===== src/rtl/core/tkh_pkg.sv =====
// tkh_pkg: shared constants, types and the controller state enum
// for the triple-key hash find-or-insert block; no dependencies
package tkh_pkg;

   localparam int unsigned MAX_BINS_DEF   = 4096;
   localparam int unsigned POOL_DEPTH_DEF = 8192;
   localparam int unsigned NODE_WIDTH_DEF = 20;
   localparam int unsigned ID_WIDTH_DEF   = 8;

   localparam int unsigned LOG2_W   = 4;
   localparam int unsigned TID_W    = 8;
   localparam int unsigned INDEX_W  = 13;
   localparam int unsigned CSR_W    = 8;

   localparam logic CSR_BINS_LOG2 = 1'b0;
   localparam logic CSR_TABLE_ID  = 1'b1;

   typedef enum logic [2:0] {
      ST_CLEAR,
      ST_IDLE,
      ST_HEAD,
      ST_READ,
      ST_CMP,
      ST_INSERT,
      ST_RESULT
   } state_type;

   // commands from controller to datapath
   typedef struct packed {
      logic clear_step;
      logic load_req;
      logic read_head;
      logic read_entry;
      logic follow;
      logic insert;
      logic set_found;
      logic set_full;
      logic set_new;
   } cmd_type;

   // status from datapath to controller
   typedef struct packed {
      logic clear_done;
      logic head_nil;
      logic next_nil;
      logic hit;
      logic steps_left;
      logic pool_full;
   } status_type;

endpackage


===== src/rtl/core/tkh_ctrl.sv =====
// tkh_ctrl: controller state machine, clear pass, chain walk, insert
// depends on tkh_pkg
module tkh_ctrl (
   input  logic                clock,
   input  logic                reset,
   input  logic                req_tvalid,
   output logic                req_tready,
   output logic                rsp_tvalid,
   input  logic                rsp_tready,
   input  tkh_pkg::status_type sts,
   output tkh_pkg::cmd_type    cmd
);
   import tkh_pkg::*;

   state_type state_ff, state_in;

   always_ff @(posedge clock) begin
      if (reset) state_ff <= ST_CLEAR;
      else       state_ff <= state_in;
   end

   always_comb begin
      state_in = state_ff;
      case (state_ff)
         ST_CLEAR:  if (sts.clear_done) state_in = ST_IDLE;
         ST_IDLE:   if (req_tvalid) state_in = ST_HEAD;
         ST_HEAD:   state_in = ST_READ;
         ST_READ: begin
            if (sts.head_nil) state_in = ST_INSERT;
            else              state_in = ST_CMP;
         end
         ST_CMP: begin
            if (sts.hit) state_in = ST_RESULT;
            else if (sts.next_nil || !sts.steps_left) state_in = ST_INSERT;
            else state_in = ST_CMP;
         end
         ST_INSERT: state_in = ST_RESULT;
         ST_RESULT: if (rsp_tready) state_in = ST_IDLE;
         default:   state_in = ST_IDLE;
      endcase
   end

   always_comb begin
      cmd = '0;
      req_tready = 1'b0;
      rsp_tvalid = 1'b0;
      case (state_ff)
         ST_CLEAR: cmd.clear_step = 1'b1;
         ST_IDLE: begin
            req_tready = 1'b1;
            cmd.load_req = req_tvalid;
         end
         ST_HEAD: cmd.read_head = 1'b1;
         ST_READ: cmd.read_entry = !sts.head_nil;
         ST_CMP: begin
            cmd.set_found = sts.hit;
            cmd.follow = !sts.hit && !sts.next_nil && sts.steps_left;
         end
         ST_INSERT: begin
            cmd.insert   = !sts.pool_full;
            cmd.set_new  = !sts.pool_full;
            cmd.set_full = sts.pool_full;
         end
         ST_RESULT: rsp_tvalid = 1'b1;
         default: ;
      endcase
   end
endmodule


===== config.mk =====
export PLATFORM = sky130hd
export DESIGN_NAME = tkh_ctrl
export DESIGN_NICKNAME = d
export VERILOG_FILES = /design/src/rtl/core/tkh_pkg.sv /design/src/rtl/core/tkh_ctrl.sv
export SDC_FILE = /design/constraint.sdc
export NUM_CORES = 1
export LEC_CHECK = 0
export ABC_AREA = 1
export BUFFER_PORTS_ARGS = -buffer_cell sky130_fd_sc_hd__buf_4
export CAP_MARGIN = 20
export CORE_AREA = 3 3 40 42
export CTS_BUF_LIST = sky130_fd_sc_hd__clkbuf_4
export DETAILED_ROUTE_END_ITERATION = 8
export DIE_AREA = 0 0 43 45
export HOLD_SLACK_MARGIN = 0.06
export PLACE_DENSITY = 0.57
export SLEW_MARGIN = 25
export SYNTH_ARGS = -nofsm -noshare
export SYNTH_HDL_FRONTEND = slang
export SYNTH_SLANG_ARGS = --single-unit

===== constraint.sdc =====
create_clock -name clock -period 1.24 [get_ports clock]
set_clock_uncertainty 0.15 [all_clocks]
set_input_delay 0.248 -clock clock [delete_from_list [all_inputs] [get_ports clock]]
set_output_delay 0.248 -clock clock [all_outputs]
set_load 0.05 [all_outputs]

==> implementation parameters <==
Parameter                              Value

Setup path
  Reg-to-reg setup timing slack ... -0.11 ns
  Startpoint of the worst register-to-register path ... state_ff[2]$_SDFFE_PP0P_
  CP Data Arrival Time ... 1.15 ns
  Beginning of the critical path ... state_ff[2]$_SDFFE_PP0P_
  Crit Reg-Reg Endpoint ... state_ff[0]$_SDFFE_PP0P_
  Type of destination of the critical path ... output pin
  Critical path endpoint ... cmd[4]
  CP Max Fanout ... 7
  WP data required ... 0.84 ns
  Critical path class ... flop to output pin
  Worst reg-to-reg path cell count ... 6
  Setup crit start kind ... flop

Global route
  Global-route wire length before repair ... 1.73 mm
  Antenna violations before repair ... 0
  Global-route usage over all layers ... 11.6%
  Vias in the first global route ... 427
  Global route overflow ... 0
  Largest net degree at the start of global routing ... 8

Timing
  Worst Setup Slack, final ... -0.313 ns
  Fin crit period ... 1.55 ns
  Actual transition at the worst max-transition pin ... 0.210 ns
  Number of max-slew violations in the final report ... 0
  Final worst-path cycle share ... 125%
  Highest clock frequency the design can meet ... 0.644 GHz
  Final setup violation count ... 13
  Headroom to the max-slew limit ... 85.9%
  RSZ-0062 raised after global routing ... yes
  Final number of hold-violating endpoints ... 0

Floorplanning
  Initial cell density of the core ... 24.7%
  Number of standard-cell rows in the floorplan ... 13
  Die Ht ... 45 um
  Floorplan die area ... 0.00194 mm^2
  I/O pin count ... 21
  Core area ... 0.00128 mm^2
  Die extent in x ... 43 um

Flow run
  Total of max-cap violations ... 0

Finish
  Growth of design area from synthesis to finish ... 149%
  Post-Route Utilization ... 61.5%
  Number of flip-flops in the largest register ... 3
  NumNets Final ... 99
  # diodes ... 0
  Biggest register ... state_ff
  Fraction of final layout cells with drive strength greater than 1 ... 72.4%
  Largest registers ... state_ff: 3 flops

Clock network
  Number of buffers inserted during clock tree synthesis ... 3
  CTS tree ... done
  CTS H-Tree Depth ... 1
  Clock latency of the later-clocked register in the worst-skew pair ... 0.23 ns
  Post-CTS Hold Buffers ... 0
  Sink Count ... 3
  Worst-case clock buffer depth ... 2
  Clock transition at the registers of the reported paths ... 0.04 ns
  Cell at the root of the clock tree ... sky130_fd_sc_hd__clkbuf_4

Synthesis
  Commonest register cell after synthesis ... sky130_fd_sc_hd__dfxtp_1
  Proportion of synthesized chip area in sequential cells ... 18.9%
  Library cell with the highest instance count after synthesis ... sky130_fd_sc_hd__nor2_1
  Share of the synthesized area in the top cell type ... 18.9%
  Proportion of synthesized flip-flops having asynchronous set or reset ... 0%
  Register bit total from synthesis ... 3
  Leading post-synthesis cells by cell area ... sky130_fd_sc_hd__dfxtp_1, sky130_fd_sc_hd__nand3_1, sky130_fd_sc_hd__nor2_1
  Cell area after synthesis ... 318 um^2
  Synth cell types ... 18
  Top post-synthesis cells by count ... sky130_fd_sc_hd__nor2_1, sky130_fd_sc_hd__inv_1, sky130_fd_sc_hd__nand2_1, sky130_fd_sc_hd__nand3_1, sky130_fd_sc_hd__inv_2
  Cell type with the highest aggregate area in the netlist ... sky130_fd_sc_hd__dfxtp_1
  Post-Synthesis Net Count ... 64
  Mapped Avg Cell Area ... 6.00 um^2
  Number of synthesized flops with an enable pin ... 0
  Number of warnings reported in the yosys synthesis log ... 0
  Synth Instances ... 53

Routing
  Number of routed nets with antenna violations ... 0
  Violation count after the first detailed-routing iteration ... 5
  DRC violation count after routing ... 0
  Detailed-route via count ... 456
  Wire length after detailed routing ... 989 um
  First drt pass iteration count ... 4
  Average routed wire per standard cell ... 9.70 um
  Avg Vias per Cell ... 4.47

Worst hold path
  Worst Hold Depth ... 4
  Class of the worst hold path ... input pin to flop

Pwr
  Power density over cell area ... 2830 mW/mm^2
  Cell leakage power ... 0.000377 uW
  Peak VDD IR ... 0.00146 V

Placement
  Number of buffers inserted by port buffering ... 20
  Weighted congestion reported at the end of routability-driven placement ... 0.696
  Place WS ... -0.100 ns
  Dpl hpwl ... 832 um

Run status
  Run status ... finished with violations
  Failing checks ... setup timing
==> layout make-up <==
class                   instances  area, um^2
clock buffers                   4        30.0
fillers                       129         494
inverters                      12        72.6
multi-input cells              37         317
flip-flops and latches          3        71.3
well taps                      15        18.8
repair buffers                 31         282
==> where the power goes <==
| part | total, uW | leakage [uW] | switching, uW | internal [uW] |
|---|---|---|---|---|
| clock | 186 | 0.0000184 | 44.4 | 142 |
| sequential | 326 | 0.0000267 | 149 | 177 |
| combinational | 1720 | 0.000332 | 991 | 731 |
| total | 2230 | 0.000377 | 1180 | 1050 |
==> critical path, cell delays in order, from the launching register on <==
cell and delay [ns]:
sky130_fd_sc_hd__dfxtp_4 0.41, sky130_fd_sc_hd__inv_6 0.06, sky130_fd_sc_hd__nor4_4 0.26, sky130_fd_sc_hd__buf_6 0.19
==> layout by cell type, fill, tap and decap left out <==
cell type	Yosys	final
sky130_fd_sc_hd__clkbuf_4	0	4
sky130_fd_sc_hd__inv_4	0	1
sky130_fd_sc_hd__ha_1	1	1
sky130_fd_sc_hd__nand4_1	1	1
sky130_fd_sc_hd__nor4_4	0	2
sky130_fd_sc_hd__buf_4	1	19
sky130_fd_sc_hd__nor2_4	0	4
sky130_fd_sc_hd__buf_8	0	1
sky130_fd_sc_hd__buf_6	0	11
sky130_fd_sc_hd__a21oi_1	3	2
sky130_fd_sc_hd__o211ai_1	1	1
sky130_fd_sc_hd__nand3_4	0	1
sky130_fd_sc_hd__inv_6	0	2
sky130_fd_sc_hd__nand2_1	7	4
sky130_fd_sc_hd__dfxtp_4	0	3
sky130_fd_sc_hd__inv_2	5	1
sky130_fd_sc_hd__nor2_2	1	2
sky130_fd_sc_hd__nand3b_4	0	1
sky130_fd_sc_hd__nand3_2	2	2
sky130_fd_sc_hd__nand2_2	0	2
sky130_fd_sc_hd__nand3_1	7	6
sky130_fd_sc_hd__a31oi_1	1	1
sky130_fd_sc_hd__nor2_1	8	3
sky130_fd_sc_hd__nor3_4	0	1
sky130_fd_sc_hd__a21oi_2	0	1
sky130_fd_sc_hd__inv_1	7	5
sky130_fd_sc_hd__inv_8	0	1
sky130_fd_sc_hd__nand2_4	1	2
sky130_fd_sc_hd__clkinvlp_4	0	2
==> how the worst min path moves through the flow <==
stage	startpoint	to	slack, ns
after global placement	reset	state_ff[2]$_SDFFE_PP0P_	0.36
after detailed placement	reset	state_ff[2]$_SDFFE_PP0P_	0.37
final	reset	state_ff[0]$_SDFFE_PP0P_	0.14
after global routing	reset	state_ff[0]$_SDFFE_PP0P_	0.15
after CTS	reset	state_ff[2]$_SDFFE_PP0P_	0.13
after floorplan	reset	state_ff[1]$_SDFFE_PP0P_	0.27
==> kinds of logic after synthesis <==
family / share of synthesized area [%]
adders and majority gates: 3.94
and+or+nand+nor: 51.6
DFF: 18.9
AOI/OAI and AO/OA: 9.06
buffers and inverters: 16.5
==> metal layers <==
metal  share of wire, %  up-vias  global-route usage (%)
met5                  0        -                       0
met4                  0        0                    1.81
met3                6.9        0                    3.59
met2                 52       13                    18.9
met1                 41      200                    15.3
li1                   -      243                       -
==> timing repair <==
action | CTS | global route
pin swaps | 10 | 4
endpoints found under the setup margin | 14 | 14
resized for setup | 15 | 5
setup buffers | 5 | 1
cloned | 0 | 0
==> stage by stage <==
stage          instances  area, um^2  TNS, ns  hold slack, ns  total power [uW]
2_1_floorplan         53         442    -1.01           0.270              1300
3_3_place_gp          94         652   -0.679           0.364              1740
3_5_place_dp          94         652   -0.697           0.373              1740
4_1_cts              101         767    -3.05           0.134              2150
5_1_grt              102         791    -3.72           0.149              2410
6_report             102         791    -2.95           0.143              2230
Note: power is estimated with default switching activity, not from simulation.
